### config.mk
export PLATFORM = sky130hd
export DESIGN_NAME = fpb_ctrl
export DESIGN_NICKNAME = d
export VERILOG_FILES = /design/src/hw/rtl/fpb_pkg.sv /design/src/hw/rtl/fpb_ctrl.sv
export SDC_FILE = /design/constraint.sdc
export NUM_CORES = 1
export LEC_CHECK = 0
export ABC_AREA = 0
export BUFFER_PORTS_ARGS = -buffer_cell sky130_fd_sc_hd__buf_2
export CAP_MARGIN = 10
export CORE_AREA = 2 2 75 106
export CTS_CLUSTER_DIAMETER = 60
export DETAILED_ROUTE_END_ITERATION = 8
export DIE_AREA = 0 0 77 108
export PLACE_DENSITY = 0.66
export REMOVE_ABC_BUFFERS = 1
export SLEW_MARGIN = 20
export SYNTH_ARGS = -nofsm -noshare
export SYNTH_HDL_FRONTEND = slang
export SYNTH_SLANG_ARGS = --single-unit
### constraint.sdc
create_clock -name aclk -period 3.55 [get_ports aclk]
set_clock_uncertainty 0.2 [all_clocks]
set_input_delay 0.1775 -clock aclk [delete_from_list [all_inputs] [get_ports aclk]]
set_output_delay 0.1775 -clock aclk [all_outputs]
set_load 0.005 [all_outputs]
### src/hw/rtl/fpb_pkg.sv
// ============================================================================
// fpb_pkg
// Shared types, constants and the microcode store of the fisheye point
// back-projection block.
// ============================================================================
package fpb_pkg;

    // Newton iteration limit and the width of its counter
    localparam int NEWTON_STEPS = 10;
    localparam int ITER_W       = $clog2(NEWTON_STEPS + 1);

    // Microcode addressing
    localparam int PC_W = 7;
    localparam logic [PC_W-1:0] LOOP_PC = 7'd15;
    localparam logic [PC_W-1:0] END_PC  = 7'd69;

    // Fixed-point constants (signed Q.30 in 64 bits)
    localparam logic [63:0] ONE_Q30     = 64'd1073741824;
    localparam logic [63:0] HALF_PI_Q30 = 64'd1686629713;
    localparam logic [63:0] Q62_LIMIT   = 64'h4000_0000_0000_0000;
    localparam logic [63:0] STEP_MAX    = 64'h0000_0001_0000_0000;
    localparam logic [63:0] COORD_MAX   = 64'd2147483647;

    // Configuration register indexes
    localparam logic [2:0] CFG_FOCAL_X  = 3'd0;
    localparam logic [2:0] CFG_FOCAL_Y  = 3'd1;
    localparam logic [2:0] CFG_CENTER_X = 3'd2;
    localparam logic [2:0] CFG_CENTER_Y = 3'd3;
    localparam logic [2:0] CFG_COEFF_1  = 3'd4;
    localparam logic [2:0] CFG_COEFF_2  = 3'd5;
    localparam logic [2:0] CFG_COEFF_3  = 3'd6;
    localparam logic [2:0] CFG_COEFF_4  = 3'd7;

    // Register file depth and entries
    localparam int RF_DEPTH = 24;
    localparam logic [5:0] R_X     = 6'd0;
    localparam logic [5:0] R_Y     = 6'd1;
    localparam logic [5:0] R_Z     = 6'd2;
    localparam logic [5:0] R_NX    = 6'd3;
    localparam logic [5:0] R_NY    = 6'd4;
    localparam logic [5:0] R_SQ    = 6'd5;
    localparam logic [5:0] R_SQ2   = 6'd6;
    localparam logic [5:0] R_TD    = 6'd7;
    localparam logic [5:0] R_T     = 6'd8;
    localparam logic [5:0] R_U     = 6'd9;
    localparam logic [5:0] R_F     = 6'd10;
    localparam logic [5:0] R_DF    = 6'd11;
    localparam logic [5:0] R_NUM   = 6'd12;
    localparam logic [5:0] R_STEP  = 6'd13;
    localparam logic [5:0] R_S     = 6'd14;
    localparam logic [5:0] R_C     = 6'd15;
    localparam logic [5:0] R_SN    = 6'd16;
    localparam logic [5:0] R_CS    = 6'd17;
    localparam logic [5:0] R_RX    = 6'd18;
    localparam logic [5:0] R_RY    = 6'd19;
    localparam logic [5:0] R_K1X3  = 6'd20;
    localparam logic [5:0] R_K2X5  = 6'd21;
    localparam logic [5:0] R_K3X7  = 6'd22;
    localparam logic [5:0] R_K4X9  = 6'd23;

    // Constant operand sources (top bit set)
    localparam logic [5:0] S_K1     = 6'd32;
    localparam logic [5:0] S_K2     = 6'd33;
    localparam logic [5:0] S_K3     = 6'd34;
    localparam logic [5:0] S_K4     = 6'd35;
    localparam logic [5:0] S_RANGE  = 6'd36;
    localparam logic [5:0] S_ONE    = 6'd37;
    localparam logic [5:0] S_ZERO   = 6'd38;
    localparam logic [5:0] S_S27    = 6'd39;
    localparam logic [5:0] S_S2959  = 6'd40;
    localparam logic [5:0] S_S213K  = 6'd41;
    localparam logic [5:0] S_S8947K = 6'd42;
    localparam logic [5:0] S_S1789K = 6'd43;
    localparam logic [5:0] S_C2     = 6'd44;
    localparam logic [5:0] S_C296   = 6'd45;
    localparam logic [5:0] S_C26631 = 6'd46;
    localparam logic [5:0] S_C1491K = 6'd47;
    localparam logic [5:0] S_C4473K = 6'd48;
    localparam logic [5:0] S_CHALF  = 6'd49;
    localparam logic [5:0] S_N3     = 6'd50;
    localparam logic [5:0] S_N5     = 6'd51;
    localparam logic [5:0] S_N7     = 6'd52;
    localparam logic [5:0] S_N9     = 6'd53;

    // Micro-operations
    typedef enum logic [3:0] {
        OP_ADD, OP_SUB, OP_ADDCL, OP_MUL, OP_MULR, OP_DIV, OP_NORMX,
        OP_NORMY, OP_SQRT, OP_SATT, OP_BTDZ, OP_LOOP, OP_END
    } op_t;

    typedef struct packed {
        op_t        op;
        logic [5:0] dst;
        logic [5:0] srca;
        logic [5:0] srcb;
    } uop_t;

    // Controller to datapath commands
    typedef struct packed {
        logic       take;
        logic       rd;
        logic       ex;
        logic       load_out;
        op_t        op;
        logic [4:0] dst;
        logic [5:0] srca;
        logic [5:0] srcb;
    } cmd_t;

    // Datapath to controller status
    typedef struct packed {
        logic done;
        logic td_zero;
        logic step_small;
        logic out_busy;
    } sts_t;

    function automatic logic [63:0] mag64(input logic [63:0] a);
        return a[63] ? (64'd0 - a) : a;
    endfunction

    function automatic uop_t mk(input op_t op, input logic [5:0] dst,
                                input logic [5:0] srca, input logic [5:0] srcb);
        uop_t u;
        u.op   = op;
        u.dst  = dst;
        u.srca = srca;
        u.srcb = srcb;
        return u;
    endfunction

    // Microcode program
    function automatic uop_t ucode(input logic [PC_W-1:0] pc);
        uop_t u;
        u = mk(OP_END, R_X, S_ZERO, S_ZERO);
        case (pc)
            7'd0:  u = mk(OP_ADD,   R_X,    S_ZERO,   S_ZERO);
            7'd1:  u = mk(OP_ADD,   R_Y,    S_ZERO,   S_ZERO);
            7'd2:  u = mk(OP_ADD,   R_Z,    S_RANGE,  S_ZERO);
            7'd3:  u = mk(OP_NORMX, R_NX,   S_ZERO,   S_ZERO);
            7'd4:  u = mk(OP_NORMY, R_NY,   S_ZERO,   S_ZERO);
            7'd5:  u = mk(OP_MULR,  R_SQ,   R_NX,     R_NX);
            7'd6:  u = mk(OP_MULR,  R_SQ2,  R_NY,     R_NY);
            7'd7:  u = mk(OP_ADD,   R_SQ,   R_SQ,     R_SQ2);
            7'd8:  u = mk(OP_SQRT,  R_TD,   R_SQ,     S_ZERO);
            7'd9:  u = mk(OP_BTDZ,  R_X,    S_ZERO,   S_ZERO);
            7'd10: u = mk(OP_ADDCL, R_T,    R_TD,     S_ZERO);
            7'd11: u = mk(OP_MULR,  R_K1X3, S_K1,     S_N3);
            7'd12: u = mk(OP_MULR,  R_K2X5, S_K2,     S_N5);
            7'd13: u = mk(OP_MULR,  R_K3X7, S_K3,     S_N7);
            7'd14: u = mk(OP_MULR,  R_K4X9, S_K4,     S_N9);
            // Newton loop
            7'd15: u = mk(OP_MUL,   R_U,    R_T,      R_T);
            7'd16: u = mk(OP_MUL,   R_F,    R_U,      S_K4);
            7'd17: u = mk(OP_ADD,   R_F,    S_K3,     R_F);
            7'd18: u = mk(OP_MUL,   R_F,    R_U,      R_F);
            7'd19: u = mk(OP_ADD,   R_F,    S_K2,     R_F);
            7'd20: u = mk(OP_MUL,   R_F,    R_U,      R_F);
            7'd21: u = mk(OP_ADD,   R_F,    S_K1,     R_F);
            7'd22: u = mk(OP_MUL,   R_F,    R_U,      R_F);
            7'd23: u = mk(OP_ADD,   R_F,    S_ONE,    R_F);
            7'd24: u = mk(OP_MUL,   R_F,    R_T,      R_F);
            7'd25: u = mk(OP_MUL,   R_DF,   R_U,      R_K4X9);
            7'd26: u = mk(OP_ADD,   R_DF,   R_K3X7,   R_DF);
            7'd27: u = mk(OP_MUL,   R_DF,   R_U,      R_DF);
            7'd28: u = mk(OP_ADD,   R_DF,   R_K2X5,   R_DF);
            7'd29: u = mk(OP_MUL,   R_DF,   R_U,      R_DF);
            7'd30: u = mk(OP_ADD,   R_DF,   R_K1X3,   R_DF);
            7'd31: u = mk(OP_MUL,   R_DF,   R_U,      R_DF);
            7'd32: u = mk(OP_ADD,   R_DF,   S_ONE,    R_DF);
            7'd33: u = mk(OP_SUB,   R_NUM,  R_TD,     R_F);
            7'd34: u = mk(OP_DIV,   R_STEP, R_NUM,    R_DF);
            7'd35: u = mk(OP_ADDCL, R_T,    R_T,      R_STEP);
            7'd36: u = mk(OP_LOOP,  R_X,    S_ZERO,   S_ZERO);
            // Sine and cosine polynomials
            7'd37: u = mk(OP_SATT,  R_X,    R_T,      S_ZERO);
            7'd38: u = mk(OP_MUL,   R_U,    R_T,      R_T);
            7'd39: u = mk(OP_MUL,   R_S,    R_U,      S_S27);
            7'd40: u = mk(OP_SUB,   R_S,    S_S2959,  R_S);
            7'd41: u = mk(OP_MUL,   R_S,    R_U,      R_S);
            7'd42: u = mk(OP_SUB,   R_S,    S_S213K,  R_S);
            7'd43: u = mk(OP_MUL,   R_S,    R_U,      R_S);
            7'd44: u = mk(OP_SUB,   R_S,    S_S8947K, R_S);
            7'd45: u = mk(OP_MUL,   R_S,    R_U,      R_S);
            7'd46: u = mk(OP_SUB,   R_S,    S_S1789K, R_S);
            7'd47: u = mk(OP_MUL,   R_S,    R_U,      R_S);
            7'd48: u = mk(OP_SUB,   R_S,    S_ONE,    R_S);
            7'd49: u = mk(OP_MUL,   R_SN,   R_T,      R_S);
            7'd50: u = mk(OP_MUL,   R_C,    R_U,      S_C2);
            7'd51: u = mk(OP_SUB,   R_C,    S_C296,   R_C);
            7'd52: u = mk(OP_MUL,   R_C,    R_U,      R_C);
            7'd53: u = mk(OP_SUB,   R_C,    S_C26631, R_C);
            7'd54: u = mk(OP_MUL,   R_C,    R_U,      R_C);
            7'd55: u = mk(OP_SUB,   R_C,    S_C1491K, R_C);
            7'd56: u = mk(OP_MUL,   R_C,    R_U,      R_C);
            7'd57: u = mk(OP_SUB,   R_C,    S_C4473K, R_C);
            7'd58: u = mk(OP_MUL,   R_C,    R_U,      R_C);
            7'd59: u = mk(OP_SUB,   R_C,    S_CHALF,  R_C);
            7'd60: u = mk(OP_MUL,   R_C,    R_U,      R_C);
            7'd61: u = mk(OP_SUB,   R_CS,   S_ONE,    R_C);
            // Direction and scaling to the range
            7'd62: u = mk(OP_DIV,   R_RX,   R_NX,     R_TD);
            7'd63: u = mk(OP_DIV,   R_RY,   R_NY,     R_TD);
            7'd64: u = mk(OP_MUL,   R_X,    R_RX,     R_SN);
            7'd65: u = mk(OP_MUL,   R_X,    R_X,      S_RANGE);
            7'd66: u = mk(OP_MUL,   R_Y,    R_RY,     R_SN);
            7'd67: u = mk(OP_MUL,   R_Y,    R_Y,      S_RANGE);
            7'd68: u = mk(OP_MUL,   R_Z,    R_CS,     S_RANGE);
            default: u = mk(OP_END, R_X,    S_ZERO,   S_ZERO);
        endcase
        return u;
    endfunction

endpackage

### src/hw/rtl/fpb_ctrl.sv
// ============================================================================
// fpb_ctrl
// Controller: microcode sequencer that fetches operations, issues them to
// the datapath, runs the Newton loop and hands the result to the output.
// ============================================================================
module fpb_ctrl (
    input  logic          aclk,
    input  logic          aresetn,
    input  logic          in_valid,
    output logic          in_ready,
    output fpb_pkg::cmd_t cmd,
    input  fpb_pkg::sts_t sts
);

    typedef enum logic [1:0] {ST_IDLE, ST_FETCH, ST_EXEC, ST_WAIT} state_t;

    state_t                      state_reg;
    logic [fpb_pkg::PC_W-1:0]    pc_reg;
    logic [fpb_pkg::ITER_W-1:0]  iter_reg;
    fpb_pkg::uop_t               uop;
    logic                        is_ctl;

    // Current micro-operation
    always_comb begin
        uop    = fpb_pkg::ucode(pc_reg);
        is_ctl = (uop.op == fpb_pkg::OP_BTDZ) || (uop.op == fpb_pkg::OP_LOOP)
                 || (uop.op == fpb_pkg::OP_END);
    end

    // Commands to the datapath
    always_comb begin
        cmd.take     = in_valid && (state_reg == ST_IDLE);
        cmd.rd       = (state_reg == ST_FETCH) && !is_ctl;
        cmd.ex       = (state_reg == ST_EXEC);
        cmd.load_out = (state_reg == ST_FETCH) && (uop.op == fpb_pkg::OP_END)
                       && !sts.out_busy;
        cmd.op       = uop.op;
        cmd.dst      = uop.dst[4:0];
        cmd.srca     = uop.srca;
        cmd.srcb     = uop.srcb;
    end

    assign in_ready = (state_reg == ST_IDLE);

    // Sequencer
    always_ff @(posedge aclk) begin
        if (!aresetn) begin
            state_reg <= ST_IDLE;
            pc_reg    <= '0;
            iter_reg  <= '0;
        end else begin
            unique case (state_reg)
                ST_IDLE: begin
                    if (in_valid) begin
                        state_reg <= ST_FETCH;
                        pc_reg    <= '0;
                        iter_reg  <= '0;
                    end
                end
                ST_FETCH: begin
                    case (uop.op)
                        fpb_pkg::OP_BTDZ: begin
                            pc_reg <= sts.td_zero ? fpb_pkg::END_PC
                                                  : pc_reg + fpb_pkg::PC_W'(1);
                        end
                        fpb_pkg::OP_LOOP: begin
                            if (sts.step_small
                                || (iter_reg == fpb_pkg::ITER_W'(fpb_pkg::NEWTON_STEPS - 1))) begin
                                pc_reg   <= pc_reg + fpb_pkg::PC_W'(1);
                                iter_reg <= '0;
                            end else begin
                                pc_reg   <= fpb_pkg::LOOP_PC;
                                iter_reg <= iter_reg + fpb_pkg::ITER_W'(1);
                            end
                        end
                        fpb_pkg::OP_END: begin
                            if (!sts.out_busy) begin
                                state_reg <= ST_IDLE;
                            end
                        end
                        default: state_reg <= ST_EXEC;
                    endcase
                end
                ST_EXEC: state_reg <= ST_WAIT;
                ST_WAIT: begin
                    if (sts.done) begin
                        state_reg <= ST_FETCH;
                        pc_reg    <= pc_reg + fpb_pkg::PC_W'(1);
                    end
                end
                default: state_reg <= ST_IDLE;
            endcase
        end
    end

endmodule

==> flow_summary.ini <==
[status]
outcome = complete, no violations

[cts]
cts_sinks = 34
cts_made_buffers = 5
ctsRootBufferMaster = clkbuf_8
path_clk_slew_ns = 0.07
cts_hold_buf = 0
cts_tree = yes
h-tree-depth = 2
clock_latency_ns = 0.29
cts_buffer_depth = 2

[synth]
synth_most_common_cell = nand2_1
ys_top_cells_by_count = nand2_1 (41), o21ai_0 (38), dfxtp_1 (34), a21oi_1 (32), nor2_1 (31)
syn_area_sq_um = 2940
avgSynthCellArea_sq_um = 7.17
yosysTopAreaCell = dfxtp_1
synth_area_leaders = dfxtp_1 (23%), o21ai_0 (6.5%), ha_1 (6.4%)
synth-edff-count = 0
synth_top_area_share = 0.231
yosys.cell_types.count = 69
yosys_most_used_dff = dfxtp_1
async_reset_ff_frac = 0
ys_ff_latch = 34
ys_seq_area_frac = 0.231
synthCells = 410
ys_warn_count = 0

[critical_path]
crit_path_end_kind = flop
critPathLaunchType = flop
crit_chain = inv_1, ha_1, and3b_1, or4b_4, o211ai_1, o211ai_2, inv_2, buf_4, ha_2, inv_1, mux2i_1, nand3_1, a21oi_1, o31ai_1
arrival_ns = 3.34
reg2regPathDepth = 14
reg2reg_slack_ns = 0.17
rr_startpoint = iter_reg[1]$_SDFFE_PN0P_
critPathKind = flop to flop
crit_path_max_incr_delay_ns = 0.56
cp.required_ns = 3.52
r2r_end = uop[11]$_DFF_P_
crit_top_cell = inv_1
slowest_stage = or4b_4
startpoint = iter_reg[1]$_SDFFE_PN0P_
path_max_fanout = 5
setup.worst_path.end = uop[11]$_DFF_P_

[grt]
grt_pass1_wl_mm = 17.5
grt_pass1_vias = 3529
gr-total-overflow = 0
grt_max_degree = 37
grt.total_usage = 0.261
antenna_found_initial = 0

[floorplanning]
coreArea_sq_um = 7310
ios = 33
die_x_um = 77
initial_core_util = 0.402
die-area_sq_um = 8320
num_rows = 37
die_h_um = 108

[timing]
clock.fmax_ghz = 0.296
tns_ns = 0
period_minus_slack_ns = 3.38
hold_ws_ns = 0.170
worstMarginPinSlew_ns = 0.467
final-max-slew-violation-count = 0
hold_violations = 0
rsz0062_at_grt = false
period_share = 0.951
max-slew-margin-rel = 0.685
finalSetupViolCount = 0

[routing]
route.detailed.drc = 0
drtPass1Iterations = 6
drt-vias-per-instance = 6.55
vias = 3663
ant_nets = 0
drt_wl_total_mm = 11.0
drt_iter0_drc = 256
wl_per_cell_um = 19.6

[layout]
finalNetCount = 484
drive_above_1_share = 0.258
area_growth_pct = 22.5
largest_register_ffs = 21
final_core_util = 0.492
antennaDiodeCount = 0

[min_path]
hold_path.class = input pin to flop
holdPathStages = 3

[power]
p_per_area_nw_per_um2 = 363
p_leak_nw = 1.46
ir_drop_mv = 0.203

[placed_design]
place_hpwl_mm = 7.72
place.gp.congestion = 1.02
port_buffers = 32

[flow_run]
drv_cap = 0
==> timing repair <==
action | in CTS | in global routing
resized for setup | 0 | 18
endpoints found under the setup margin | 0 | 16
setup buffers | 0 | 5
==> routing by layer <==
layer / up-vias / global-route usage / share of wire
met1: 1719 / 0.304 / 0.37
li1: 1639 / - / -
met4: 0 / 0.161 / 0.056
met2: 242 / 0.453 / 0.48
met5: - / 0 / 0
met3: 63 / 0.0367 / 0.086
==> worst max-delay path: cells and delay by family, from the launching register on <==
| kind | cells | cell delay [ns] |
|---|---|---|
| compound gates | 4 | 0.75 |
| flops | 1 | 0.37 |
| mux | 1 | 0.17 |
| simple gates | 3 | 0.88 |
| buf+inv | 4 | 0.46 |
| fa+ha+maj | 2 | 0.42 |
==> layout make-up <==
cell class	instances	area, sq um
fill	755	3710
multi-input combinational	324	2070
sequential	34	682
timing repair buffer	78	538
tap	97	121
clock buffer	6	82.6
inverter	18	72.6
clock inverter	1	30.0
timing repair inverter	1	5.00
==> cells in the final DEF, fill, tap and decap left out, types with 4 or more instances in the layout <==
cell	Yosys	layout
a21oi_1	32	32
a221o_1	5	5
a31o_2	3	4
a31oi_1	10	10
and3_1	7	6
buf_2	12	32
buf_4	3	42
clkbuf_8	0	6
dfxtp_1	34	33
ha_1	15	11
ha_2	0	4
inv_1	13	13
inv_2	3	4
nand2_1	41	41
nand3_1	20	20
nand4_1	5	5
nor2_1	31	30
nor3_1	21	21
o211ai_1	8	8
o21ai_0	38	37
o22ai_1	5	5
o31ai_1	4	4
==> per-stage QoR <==
stage | std cells | instance area, sq um | worst slack, ns | total power [mW]
global placement | 546 | 3390 | 0.0363 | 0.903
global route | 559 | 3600 | 0.000663 | 1.37
detailed placement | 546 | 3390 | 0.0665 | 0.902
finish | 559 | 3600 | 0.173 | 1.31
CTS | 553 | 3510 | 0.0441 | 1.28
floorplan | 376 | 2770 | -0.462 | 0.705
==> report_power, final <==
group	switching [mW]	internal, mW
logic	0.291	0.202
registers	0.0220	0.420
clock network	0.147	0.225
==> how the worst min path moves through the flow <==
stage,end,slack (ns),startpoint
after floorplan,cmd[21],0.19,sts[0]
after global placement,iter_reg[3]$_SDFFE_PN0P_,0.27,iter_reg[3]$_SDFFE_PN0P_
after detailed placement,iter_reg[3]$_SDFFE_PN0P_,0.28,iter_reg[3]$_SDFFE_PN0P_
after CTS,pc_reg[1]$_SDFFE_PN0N_,0.20,aresetn
after global routing,pc_reg[1]$_SDFFE_PN0N_,0.18,aresetn
final,pc_reg[1]$_SDFFE_PN0N_,0.17,aresetn
==> cell families after synthesis <==
| logic type | synth area share |
|---|---|
| flops | 0.231 |
| compound gates | 0.348 |
| xor+xnor | 0.00298 |
| fa+ha+maj | 0.0638 |
| simple gates | 0.262 |
| buf+inv | 0.0821 |
| mux | 0.0102 |
No activity file was read; power rests on OpenSTA's default activity.
